===== src/rtl/circular_fifo_with_dump_defines.svh =====
// Assertion macros used by the back end of the circular queue RTL.
`ifndef CIRCULAR_FIFO_WITH_DUMP_DEFINES_SVH
`define CIRCULAR_FIFO_WITH_DUMP_DEFINES_SVH

// Checks a property on every rising clock edge outside reset.
`define CFD_ASSERT(lbl, prop, msg) \
    lbl: assert property (@(posedge clk) disable iff (!rst_n) prop) else $error(msg);

// Checks that a condition never holds outside reset.
`define CFD_NEVER(lbl, expr, msg) \
    lbl: assert property (@(posedge clk) disable iff (!rst_n) !(expr)) else $error(msg);

`endif


===== src/rtl/cfd_pkg.sv =====
// Package with the types and constants of the circular queue.
`timescale 1ns / 1ps

package cfd_pkg;

    localparam int DEPTH  = 16;
    localparam int PTR_W  = $clog2(DEPTH);
    localparam int CNT_W  = $clog2(DEPTH + 1);
    localparam int WORD_W = 32;

    localparam int QDEPTH = 2;
    localparam int QPTR_W = (QDEPTH > 1) ? $clog2(QDEPTH) : 1;
    localparam int QCNT_W = $clog2(QDEPTH + 1);

    typedef enum logic [1:0] {
        MODE_ENQ  = 2'd0,
        MODE_DEQ  = 2'd1,
        MODE_DISP = 2'd2,
        MODE_NONE = 2'd3
    } mode_t;

    typedef enum logic [1:0] {
        STAT_OK    = 2'd0,
        STAT_FULL  = 2'd1,
        STAT_EMPTY = 2'd2
    } status_t;

    typedef enum logic [1:0] {
        OP_ENQ,
        OP_DEQ,
        OP_DISP
    } op_t;

    typedef enum logic {
        BK_IDLE,
        BK_DUMP
    } back_state_t;

    typedef struct packed {
        op_t                       op;
        logic signed [WORD_W-1:0]  value;
    } cmd_t;

    typedef struct packed {
        logic  valid;
        cmd_t  cmd;
    } cmd_link_t;

endpackage


===== src/rtl/cfd_front.sv =====
// Front end: accepts words, decodes the operation and queues commands.
`timescale 1ns / 1ps

module cfd_front
(
    input  logic                                clk,
    input  logic                                rst_n,
    input  logic                                start,
    input  logic [1:0]                          mode,
    input  logic signed [cfd_pkg::WORD_W-1:0]   value,
    output logic                                busy,
    output cfd_pkg::cmd_link_t                  link,
    input  logic                                pop
);

    cfd_pkg::cmd_t                  q_reg [cfd_pkg::QDEPTH];
    logic [cfd_pkg::QPTR_W-1:0]     rd_ptr_reg;
    logic [cfd_pkg::QPTR_W-1:0]     rd_ptr_next;
    logic [cfd_pkg::QPTR_W-1:0]     wr_ptr_reg;
    logic [cfd_pkg::QPTR_W-1:0]     wr_ptr_next;
    logic [cfd_pkg::QCNT_W-1:0]     count_reg;
    logic [cfd_pkg::QCNT_W-1:0]     count_next;
    cfd_pkg::cmd_t                  cmd_in;
    logic                           known;
    logic                           push;
    logic                           do_pop;

    function automatic logic [cfd_pkg::QPTR_W-1:0] qadv(input logic [cfd_pkg::QPTR_W-1:0] p);
        qadv = (p == cfd_pkg::QPTR_W'(cfd_pkg::QDEPTH - 1)) ? '0 : p + 1'b1;
    endfunction

    always_comb
    begin
        cmd_in.value = value;
        cmd_in.op    = cfd_pkg::OP_ENQ;
        known        = 1'b1;
        unique case (cfd_pkg::mode_t'(mode))
            cfd_pkg::MODE_ENQ:  cmd_in.op = cfd_pkg::OP_ENQ;
            cfd_pkg::MODE_DEQ:  cmd_in.op = cfd_pkg::OP_DEQ;
            cfd_pkg::MODE_DISP: cmd_in.op = cfd_pkg::OP_DISP;
            default:            known     = 1'b0;
        endcase
    end

    assign busy       = (count_reg == cfd_pkg::QCNT_W'(cfd_pkg::QDEPTH));
    assign push       = start && !busy && known;
    assign do_pop     = pop && (count_reg != '0);
    assign link.valid = (count_reg != '0);
    assign link.cmd   = q_reg[rd_ptr_reg];

    always_comb
    begin
        rd_ptr_next = do_pop ? qadv(rd_ptr_reg) : rd_ptr_reg;
        wr_ptr_next = push ? qadv(wr_ptr_reg) : wr_ptr_reg;
        count_next  = count_reg;
        if (push && !do_pop)
        begin
            count_next = count_reg + 1'b1;
        end
        else if (do_pop && !push)
        begin
            count_next = count_reg - 1'b1;
        end
    end

    always_ff @(posedge clk or negedge rst_n)
    begin
        if (!rst_n)
        begin
            rd_ptr_reg <= '0;
            wr_ptr_reg <= '0;
            count_reg  <= '0;
        end
        else
        begin
            rd_ptr_reg <= rd_ptr_next;
            wr_ptr_reg <= wr_ptr_next;
            count_reg  <= count_next;
        end
    end

    always_ff @(posedge clk)
    begin
        if (push)
        begin
            q_reg[wr_ptr_reg] <= cmd_in;
        end
    end

endmodule


===== src/rtl/cfd_back.sv =====
// Back end: queue storage, pointers, dump sequencer and result register.
`timescale 1ns / 1ps
`include "circular_fifo_with_dump_defines.svh"

module cfd_back
(
    input  logic                                clk,
    input  logic                                rst_n,
    input  cfd_pkg::cmd_link_t                  link,
    output logic                                pop,
    output logic                                strobe,
    output logic [1:0]                          status,
    output logic signed [cfd_pkg::WORD_W-1:0]   data,
    output logic                                last
);

    logic signed [cfd_pkg::WORD_W-1:0]  mem [cfd_pkg::DEPTH];

    cfd_pkg::back_state_t           state_reg;
    cfd_pkg::back_state_t           state_next;
    logic [cfd_pkg::PTR_W-1:0]      head_reg;
    logic [cfd_pkg::PTR_W-1:0]      head_next;
    logic [cfd_pkg::PTR_W-1:0]      tail_reg;
    logic [cfd_pkg::PTR_W-1:0]      tail_next;
    logic [cfd_pkg::CNT_W-1:0]      occ_reg;
    logic [cfd_pkg::CNT_W-1:0]      occ_next;
    logic [cfd_pkg::PTR_W-1:0]      idx_reg;
    logic [cfd_pkg::PTR_W-1:0]      idx_next;
    logic [cfd_pkg::CNT_W-1:0]      left_reg;
    logic [cfd_pkg::CNT_W-1:0]      left_next;
    logic                           strobe_reg;
    logic                           strobe_next;
    cfd_pkg::status_t               status_reg;
    cfd_pkg::status_t               status_next;
    logic signed [cfd_pkg::WORD_W-1:0]  data_reg;
    logic                           last_reg;
    logic                           last_next;
    logic                           wr_en;
    logic                           rd_en;
    logic [cfd_pkg::PTR_W-1:0]      rd_addr;
    logic                           is_full;
    logic                           is_empty;

    function automatic logic [cfd_pkg::PTR_W-1:0] adv(input logic [cfd_pkg::PTR_W-1:0] p);
        adv = (p == cfd_pkg::PTR_W'(cfd_pkg::DEPTH - 1)) ? '0 : p + 1'b1;
    endfunction

    assign is_full  = (occ_reg == cfd_pkg::CNT_W'(cfd_pkg::DEPTH));
    assign is_empty = (occ_reg == '0);
    assign rd_addr  = (state_reg == cfd_pkg::BK_DUMP) ? idx_reg : head_reg;

    always_comb
    begin
        state_next = state_reg;
        unique case (state_reg)
            cfd_pkg::BK_IDLE:
            begin
                if (link.valid && (link.cmd.op == cfd_pkg::OP_DISP)
                    && (occ_reg > cfd_pkg::CNT_W'(1)))
                begin
                    state_next = cfd_pkg::BK_DUMP;
                end
            end
            cfd_pkg::BK_DUMP:
            begin
                if (left_reg == cfd_pkg::CNT_W'(1))
                begin
                    state_next = cfd_pkg::BK_IDLE;
                end
            end
            default: state_next = cfd_pkg::BK_IDLE;
        endcase
    end

    always_comb
    begin
        pop         = 1'b0;
        wr_en       = 1'b0;
        rd_en       = 1'b0;
        head_next   = head_reg;
        tail_next   = tail_reg;
        occ_next    = occ_reg;
        idx_next    = idx_reg;
        left_next   = left_reg;
        strobe_next = 1'b0;
        status_next = cfd_pkg::STAT_OK;
        last_next   = 1'b1;
        unique case (state_reg)
            cfd_pkg::BK_IDLE:
            begin
                if (link.valid)
                begin
                    pop         = 1'b1;
                    strobe_next = 1'b1;
                    unique case (link.cmd.op)
                        cfd_pkg::OP_ENQ:
                        begin
                            if (is_full)
                            begin
                                status_next = cfd_pkg::STAT_FULL;
                            end
                            else
                            begin
                                wr_en     = 1'b1;
                                tail_next = adv(tail_reg);
                                occ_next  = occ_reg + 1'b1;
                            end
                        end
                        cfd_pkg::OP_DEQ:
                        begin
                            if (is_empty)
                            begin
                                status_next = cfd_pkg::STAT_EMPTY;
                            end
                            else
                            begin
                                rd_en    = 1'b1;
                                occ_next = occ_reg - 1'b1;
                                if (occ_reg == cfd_pkg::CNT_W'(1))
                                begin
                                    head_next = '0;
                                    tail_next = '0;
                                end
                                else
                                begin
                                    head_next = adv(head_reg);
                                end
                            end
                        end
                        cfd_pkg::OP_DISP:
                        begin
                            if (is_empty)
                            begin
                                status_next = cfd_pkg::STAT_EMPTY;
                            end
                            else
                            begin
                                rd_en     = 1'b1;
                                last_next = (occ_reg == cfd_pkg::CNT_W'(1));
                                idx_next  = adv(head_reg);
                                left_next = occ_reg - 1'b1;
                            end
                        end
                        default: strobe_next = 1'b0;
                    endcase
                end
            end
            cfd_pkg::BK_DUMP:
            begin
                strobe_next = 1'b1;
                rd_en       = 1'b1;
                last_next   = (left_reg == cfd_pkg::CNT_W'(1));
                idx_next    = adv(idx_reg);
                left_next   = left_reg - 1'b1;
            end
            default: strobe_next = 1'b0;
        endcase
    end

    always_ff @(posedge clk or negedge rst_n)
    begin
        if (!rst_n)
        begin
            state_reg  <= cfd_pkg::BK_IDLE;
            head_reg   <= '0;
            tail_reg   <= '0;
            occ_reg    <= '0;
            idx_reg    <= '0;
            left_reg   <= '0;
            strobe_reg <= 1'b0;
        end
        else
        begin
            state_reg  <= state_next;
            head_reg   <= head_next;
            tail_reg   <= tail_next;
            occ_reg    <= occ_next;
            idx_reg    <= idx_next;
            left_reg   <= left_next;
            strobe_reg <= strobe_next;
        end
    end

    always_ff @(posedge clk)
    begin
        status_reg <= status_next;
        last_reg   <= last_next;
        if (rd_en)
        begin
            data_reg <= mem[rd_addr];
        end
        else
        begin
            data_reg <= '0;
        end
        if (wr_en)
        begin
            mem[tail_reg] <= link.cmd.value;
        end
    end

    assign strobe = strobe_reg;
    assign status = status_reg;
    assign data   = data_reg;
    assign last   = last_reg;

    `CFD_NEVER(a_occ_range, occ_reg > cfd_pkg::CNT_W'(cfd_pkg::DEPTH), "Occupancy exceeds depth.")
    `CFD_NEVER(a_pop_in_dump, pop && (state_reg == cfd_pkg::BK_DUMP), "Command taken during a dump.")
    `CFD_NEVER(a_dump_left, (state_reg == cfd_pkg::BK_DUMP) && (left_reg == '0), "Dump with nothing left.")
    `CFD_ASSERT(a_dump_stable, (state_reg == cfd_pkg::BK_DUMP) |=> $stable(occ_reg), "Dump changed occupancy.")
    `CFD_ASSERT(a_dump_strobe, (state_reg == cfd_pkg::BK_DUMP) |=> strobe_reg, "Dump cycle gave no word.")

endmodule


===== src/rtl/circular_fifo_with_dump.sv =====
// Top level of the circular queue with dump: front end, command queue and back end.
// A command word is stored in the command queue, then taken by the back end, whose
// output registers give its result. A display of n stored words gives n strobed
// words (one EMPTY strobe when empty); the back end takes no command meanwhile.
// busy rises only while the two-entry command queue is full.
// Reset empties the queue and the command queue at once; no clearing pass.
`timescale 1ns / 1ps

module circular_fifo_with_dump
(
    input  logic                                clk,
    input  logic                                rst_n,
    input  logic                                start,
    output logic                                busy,
    input  logic [1:0]                          mode,
    input  logic signed [cfd_pkg::WORD_W-1:0]   value,
    output logic                                strobe,
    output logic [1:0]                          status,
    output logic signed [cfd_pkg::WORD_W-1:0]   data,
    output logic                                last
);

    cfd_pkg::cmd_link_t link;
    logic               pop;

    cfd_front u_front
    (
        .clk   (clk),
        .rst_n (rst_n),
        .start (start),
        .mode  (mode),
        .value (value),
        .busy  (busy),
        .link  (link),
        .pop   (pop)
    );

    cfd_back u_back
    (
        .clk    (clk),
        .rst_n  (rst_n),
        .link   (link),
        .pop    (pop),
        .strobe (strobe),
        .status (status),
        .data   (data),
        .last   (last)
    );

endmodule

===== config.mk =====
export PLATFORM = sky130hd
export DESIGN_NAME = circular_fifo_with_dump
export DESIGN_NICKNAME = d
export VERILOG_FILES = /design/src/rtl/cfd_pkg.sv /design/src/rtl/cfd_front.sv /design/src/rtl/cfd_back.sv /design/src/rtl/circular_fifo_with_dump.sv
export VERILOG_INCLUDE_DIRS = /design/src /design/src/rtl
export SDC_FILE = /design/constraint.sdc
export NUM_CORES = 1
export LEC_CHECK = 0
export BUFFER_PORTS_ARGS = -buffer_cell sky130_fd_sc_hd__buf_2
export CAP_MARGIN = 20
export CORE_ASPECT_RATIO = 0.9
export CORE_MARGIN = 2
export CORE_UTILIZATION = 35
export CTS_CLUSTER_DIAMETER = 80
export DETAILED_ROUTE_END_ITERATION = 6
export PLACE_DENSITY = 0.48
export RECOVER_POWER = 100
export SLEW_MARGIN = 0
export SYNTH_ARGS = -nofsm -noshare
export SYNTH_HDL_FRONTEND = slang
export SYNTH_SLANG_ARGS = --single-unit

===== constraint.sdc =====
create_clock -name clk -period 6.4 [get_ports clk]
set_clock_uncertainty 0.15 [all_clocks]
set_input_delay 1.28 -clock clk [delete_from_list [all_inputs] [get_ports clk]]
set_output_delay 1.28 -clock clk [all_outputs]
set_load 0.05 [all_outputs]

==> results.md, run 1 <==
* Worst Reg-to-Reg Cells at 8
* Die Ht at 257 um
* Post-synth cell types at 57
* Pre-Repair DR Iteration Count at 5
* # H-tree levels at 3
* Root Driver: clkbuf_16
* Largest net degree at the start of global routing at 82
* Required time worst endpoint at 6.47 ns
* Tightest Pin Transition at 2.64 ns
* Area contributors post-synth: edfxtp_1 (70%), nand2_1 (7.2%), nand3_1 (4.0%)
* Via/cell ratio at 5.11
* Syn Area/Cell at 13.8 um^2
* Most used cell, CP: nand2_1
* Top-count cell post-synth: edfxtp_1
* DIE AREA at 73000 um^2
* Die X at 285 um
* Final WL at 64700 um
* CP peak stage delay at 1.18 ns
* PD cells at 503 nW/um^2
* Antenna violations before repair at 0
* Clk_lat worst skew at 0.60 ns
* Number of synthesized flops with an enable pin at 580
* Ys async rst share at 4.35%
* # IOs at 74
* Sequence of cells on the critical path: buf_4 -> mux2i_1 -> ha_1 -> nand2_1 -> nor2_1 -> nand2_1 -> nor2_4 -> clkbuf_1
* Synth warn at 0
* Final Util at 40.9%
* Clock Pin Slew Worst Setup and Hold Paths at 0.06 ns
* CP startpoint: u_front.rd_ptr_reg$_DFFE_PN0P_
* Top_reg_cell synth: edfxtp_1
* Hold-fix buffers at CTS at 0
* Synth area leader: edfxtp_1
* GRT Total Usage at 17.7%
* Buf+Inv Stages, Crit Path at 2
* Post-DP HPWL at 35800 um
* Maximum clock rate at 0.202 GHz
* Setup_tns at 0 ns
* Final Net Count at 1927
* Area delta synth->final at 15.5%
* Initial Util at 35.4%
* Hold depth at 1
* Crit Path Max Fanout at 18
* GP Congestion at 0.754
* Status: finished, violations left
* Number of antenna diodes at 0
* Hold Crit Start: u_front.wr_ptr_reg$_DFFE_PN0P_
* Finish-stage setup viols at 0
* Antenna Nets Post-Route at 0
* WL/cell at 22.5 um
* Synth top area share at 70.2%
* CTS-repair resized insts at 0
* Area of the multi-input gates at 5720 um^2
* Worst path arrival time at 5.02 ns
* Fin. max-slew vios at 132
* Part of the cycle the worst path needs at 77.5%
* Worst-path cell with the longest stage delay: dfrtp_1
* Rows at 92
* Worst path depth at 8
* Total number of vias at 14700
* Crit path capture type: register
* FF-to-FF Start: u_front.rd_ptr_reg$_DFFE_PN0P_
* TritonCTS clock tree: done
* Hold/Removal Path Class: register to register
* Sequential element share of the synthesized area at 75.8%
* Fraction of layout cells with a size suffix above 1 at 9.68%
* Clk buf depth at 3
* Fill count at 6495
* Setup repair bufs after CTS at 0
* CTS Buf Count at 70
* Worst slew margin at -76.0%
* Failing checks: max-capacitance violations, max-slew violations
* Family with the most delay on the worst path: buffers and inverters
* Static Leak at 9.58 nW
* WS Path Type: register to register
* Final hold violation count at 0
* FF/Latch Area at 18800 um^2
* Most frequent cells after synthesis: edfxtp_1 (580), nand2_1 (474), nand3_1 (200)
* # DRC at 0
* Remaining Overflow, GRT at 0
* #FFs+latches synth at 643
* Mapped Cells at 1794
* Global-route wire length before repair at 96200 um
* Maxcap violations at 4
* DRT iter0 DRCs at 1160
* RSZ-0062 raised after global routing: false
* Core area at 70100 um^2
* Synthesized area at 24800 um^2
* Fin crit period at 4.96 ns
* PortBufs at 73
* Vias in the first global route at 14600
* Startpoint Class: register
* CTS sink cnt at 643
* Max VDD drop at 0.000529 V
* Syn_nets at 1847
* Max reg flops at 512
[cells by family (layout without fill, tap and decap cells)]
| kind of cell | count (synthesis) | after routing | synth area share [%] |
|---|---|---|---|
| AND/OR/NAND/NOR | 805 | 805 | 14.3 |
| flip-flops | 643 | 643 | 75.8 |
| AO/OA/AOI/OAI | 122 | 122 | 3.40 |
| buffers and inverters | 121 | 258 | 2.03 |
| multiplexers | 71 | 71 | 3.04 |
| adder cells (fa/ha/maj) | 16 | 16 | 0.807 |
| XOR/XNOR | 16 | 16 | 0.565 |
[per-layer routing]
metal | share of wire, % | track usage, %
met1 | 46 | 24.7
met2 | 47 | 28.9
met3 | 4.6 | 2.78
met4 | 2.0 | 4.71
met5 | 0 | 0
[power by group]
part | leakage, nW | internal, W | switching [W]
registers | 5.86 | 0.00538 | 0.000307
logic | 2.60 | 0.00120 | 0.00355
clock network | 1.12 | 0.00235 | 0.00164
[final timing paths]
kind	end	slack, ns
hold reg to reg	u_front.wr_ptr_reg$_DFFE_PN0P_	0.40
min in group asynchronous	u_back.left_reg[0]$_DFFE_PN0P_	0.93
setup / recovery	u_back.mem[8][6]$_DFFE_PP_	1.44
hold / removal	u_front.wr_ptr_reg$_DFFE_PN0P_	0.40
setup reg to reg	u_back.mem[8][6]$_DFFE_PP_	1.44
max in group asynchronous	u_front.wr_ptr_reg$_DFFE_PN0P_	4.23
[final cells by class]
cell class,count,share of cell area [%]
Timing Repair Buffer,110,2.01
Multi-Input combinational cell,1030,20.0
Sequential cell,643,65.7
Clock buffer,101,7.13
Clock inverter,28,0.852
Tap cell,940,4.11
Inverter,19,0.249
[through the flow]
stage | setup WS, ns | power (W) | area, um^2 | hold WS [ns] | cells
2_1_floorplan | 1.71 | 0.00881 | 24800 | 0.310 | 1794
3_3_place_gp | 2.20 | 0.0106 | 26500 | 0.381 | 2741
3_5_place_dp | 2.16 | 0.0107 | 26500 | 0.386 | 2741
4_1_cts | 2.15 | 0.0147 | 28800 | 0.400 | 2870
5_1_grt | 1.09 | 0.0152 | 28600 | 0.424 | 2871
6_report | 1.44 | 0.0144 | 28600 | 0.395 | 2871
[cell usage in the layout, fill, tap and decap left out, drive strengths merged, types with 2 or more instances in the layout]
master,instances
a32o,2
edfxtp,580
a21oi,13
o211ai,2
nand4,64
xnor2,7
xor2,9
a21o,2
clkinv,20
nor3b,6
nor3,8
nor2b,5
clkinvlp,2
a32oi,33
nor2,33
inv,22
buf,43
ha,16
nor4b,3
dfxtp,35
nand2,474
dfrtp,28
mux2i,37
o21ai,47
nand3,200
o32ai,3
clkbuf,168
a22oi,2
mux2,34
nand2b,5
a211oi,4
bufinv,3
a22o,2
o22ai,2
Power figures use the tool's default switching activity.
==> inputs of run 2 (changes only) <==
- PLACE_DENSITY: 0.48 -> 0.5
- clock period: 6.4 -> 4 ns (I/O delays scaled with it)
==> run 2 against run 1 <==
Against the previous run: the run still ends with max-capacitance violations, max-slew violations left; sequential share of layout area shrank 0.33 points; combinational power grew 63%; critical path depth shrank 1; sequential power grew 60%; die area is the same; hold slack lost 0.17 ns; critical endpoint is now u_back.mem[13][6]$_DFFE_PP_.
==> results.md, run 2 (synthesis results as in run 1) <==
* Status: finished, violations left
* Failing checks: max-capacitance violations, max-slew violations
* GP Congestion at 0.751
* Tightest Pin Transition at 1.68 ns
* PD cells at 800 nW/um^2
* Switching Share at 37.8%
* Worst-path cell with the longest stage delay: clkbuf_2
* Worst Reg-to-Reg Cells at 7
* Power share of the combinational group at 33.5%
* Number of antenna diodes at 0
* WS Path Type: register to register
* WL/cell at 22.0 um
* Core area at 70100 um^2
* CP peak stage delay at 0.76 ns
* Global-route wire length before repair at 95000 um
* Clock Pin Slew Worst Setup and Hold Paths at 0.06 ns
* CTS sink cnt at 643
* Placed Cells at 2762
* Sequential Power Share at 39.4%
* Commonest non-fill, non-tap cell in the layout: edfxtp_1
* CTS Buf Count at 68
* Highest-count cells in the layout ignoring fill and taps: edfxtp_1 (580), nand2_1 (474), nand3_1 (200), clkbuf_1 (79), clkbuf_16 (69)
* Area delta synth->final at 16.0%
* Part of the cycle the worst path needs at 86.5%
* Met3 WL at 2570 um
* Finished Layout Cells at 2883
* Final hold violation count at 0
* CTS-repair resized insts at 0
* Cell internal pwr at 0.0143 W
* Total number of vias at 14700
* Hold slack at 0.225 ns
* # DRC at 0
* Buf+Inv Stages, Crit Path at 2
* Crit path capture type: register
* Static Leak at 9.65 nW
* Startpoint Class: register
* Max reg flops at 512
* Post-DP HPWL at 37300 um
* Crit Path Max Fanout at 21
* Clock network fraction of total power at 27.2%
* GRT Total Usage at 17.4%
* WL met2 at 28900 um
* Final Net Count at 1945
* Antenna Nets Post-Route at 0
* Rows at 92
* Via/cell ratio at 5.09
* # H-tree levels at 3
* Fin. max-slew vios at 46
* Setup_tns at 0 ns
* Maxcap violations at 2
* Largest net degree at the start of global routing at 114
* Hold/Removal Path Class: input port to register
* Worst slew margin at -12.1%
* DRT iter0 DRCs at 1243
* Initial Util at 35.4%
* DR top layer: met4
* RSZ-0062 raised after global routing: false
* Worst path depth at 7
* Family with the most delay on the worst path: simple AND/OR/NAND/NOR gates
* WL met1 at 30500 um
* Antenna violations before repair at 1
* Required time worst endpoint at 4.07 ns
* Fraction of layout cells with a size suffix above 1 at 9.83%
* Switching pwr at 0.00871 W
* Sequence of cells on the critical path: inv_1 -> ha_1 -> and4bb_1 -> nor2_1 -> nand2_1 -> nor2_4 -> clkbuf_2
* DIE AREA at 73000 um^2
* Hold-fix buffers at CTS at 0
* TritonCTS clock tree: done
* Fin crit period at 3.46 ns
* Vias in the first global route at 14600
* Clk_lat worst skew at 0.61 ns
* # IOs at 74
* Pre-Repair DR Iteration Count at 5
* Die X at 285 um
* Root Driver: clkbuf_16
* Hold depth at 1
* Die Ht at 257 um
* Finish-stage setup viols at 0
* Final WL at 63400 um
* Worst path arrival time at 3.53 ns
* Max VDD drop at 0.000585 V
* Clk buf depth at 3
* Setup repair bufs after CTS at 0
* Remaining Overflow, GRT at 0
* Maximum clock rate at 0.289 GHz
* PortBufs at 73
run 2: stage by stage:
step           area [um^2]  utilization [%]  setup slack (ns)  power [W]
6_report             28800             41.1             0.540     0.0230
5_1_grt              28800             41.1             0.356     0.0243
4_1_cts              29000             41.4             0.851     0.0235
3_5_place_dp         26800             38.2             0.868     0.0172
3_3_place_gp         26800             38.2             0.947     0.0171
2_1_floorplan        24800                -             0.171     0.0141
run 2: worst reg2reg max path, stage by stage (launching register included):
cell      delay, ns
dfrtp_1        0.47
inv_1          0.10
ha_1           0.29
and4bb_1       0.28
nor2_1         0.34
nand2_1        0.27
nor2_4         0.42
clkbuf_2       0.76
run 2: worst paths after layout:
| kind | slack (ns) | endpoint | start |
|---|---|---|---|
| max in group asynchronous | 2.13 | u_front.rd_ptr_reg$_DFFE_PN0P_ | rst_n |
| worst min register to register | 0.39 | u_front.wr_ptr_reg$_DFFE_PN0P_ | u_front.wr_ptr_reg$_DFFE_PN0P_ |
| min in group asynchronous | 0.48 | u_back.left_reg[1]$_DFFE_PN0P_ | rst_n |
| worst min-delay path | 0.22 | u_front.q_reg[0][30]$_DFFE_PP_ | value[30] |
| worst max register to register | 0.54 | u_back.mem[13][6]$_DFFE_PP_ | u_back.occ_reg[0]$_DFFE_PN0P_ |
| worst max-delay path | 0.54 | u_back.mem[13][6]$_DFFE_PP_ | u_back.occ_reg[0]$_DFFE_PN0P_ |
run 2: area by class of cell:
type | count | area, um^2
timing repair buffer | 130 | 830
multi-input combinational | 1030 | 5690
clock inverter | 32 | 358
inverter | 19 | 71.3
tap | 940 | 1180
clock buffer | 89 | 1850
fill | 6501 | 41300
sequential | 643 | 18800
run 2: layer usage:
metal  up-vias  global-route usage [%]
met3        82                    2.78
li1       6806                       -
met5         -                       0
met1      7456                    25.4
met2       328                    27.1
met4         0                    4.24
run 2: power by group through the flow:
stage / clock network, W / logic, W / registers [W]
finish: 0.00626 / 0.00771 / 0.00906
global route: 0.00665 / 0.00850 / 0.00913
CTS: 0.00641 / 0.00805 / 0.00906
detailed placement: 0 / 0.00804 / 0.00919
global placement: 0 / 0.00795 / 0.00919
floorplan: 0 / 0.00462 / 0.00948
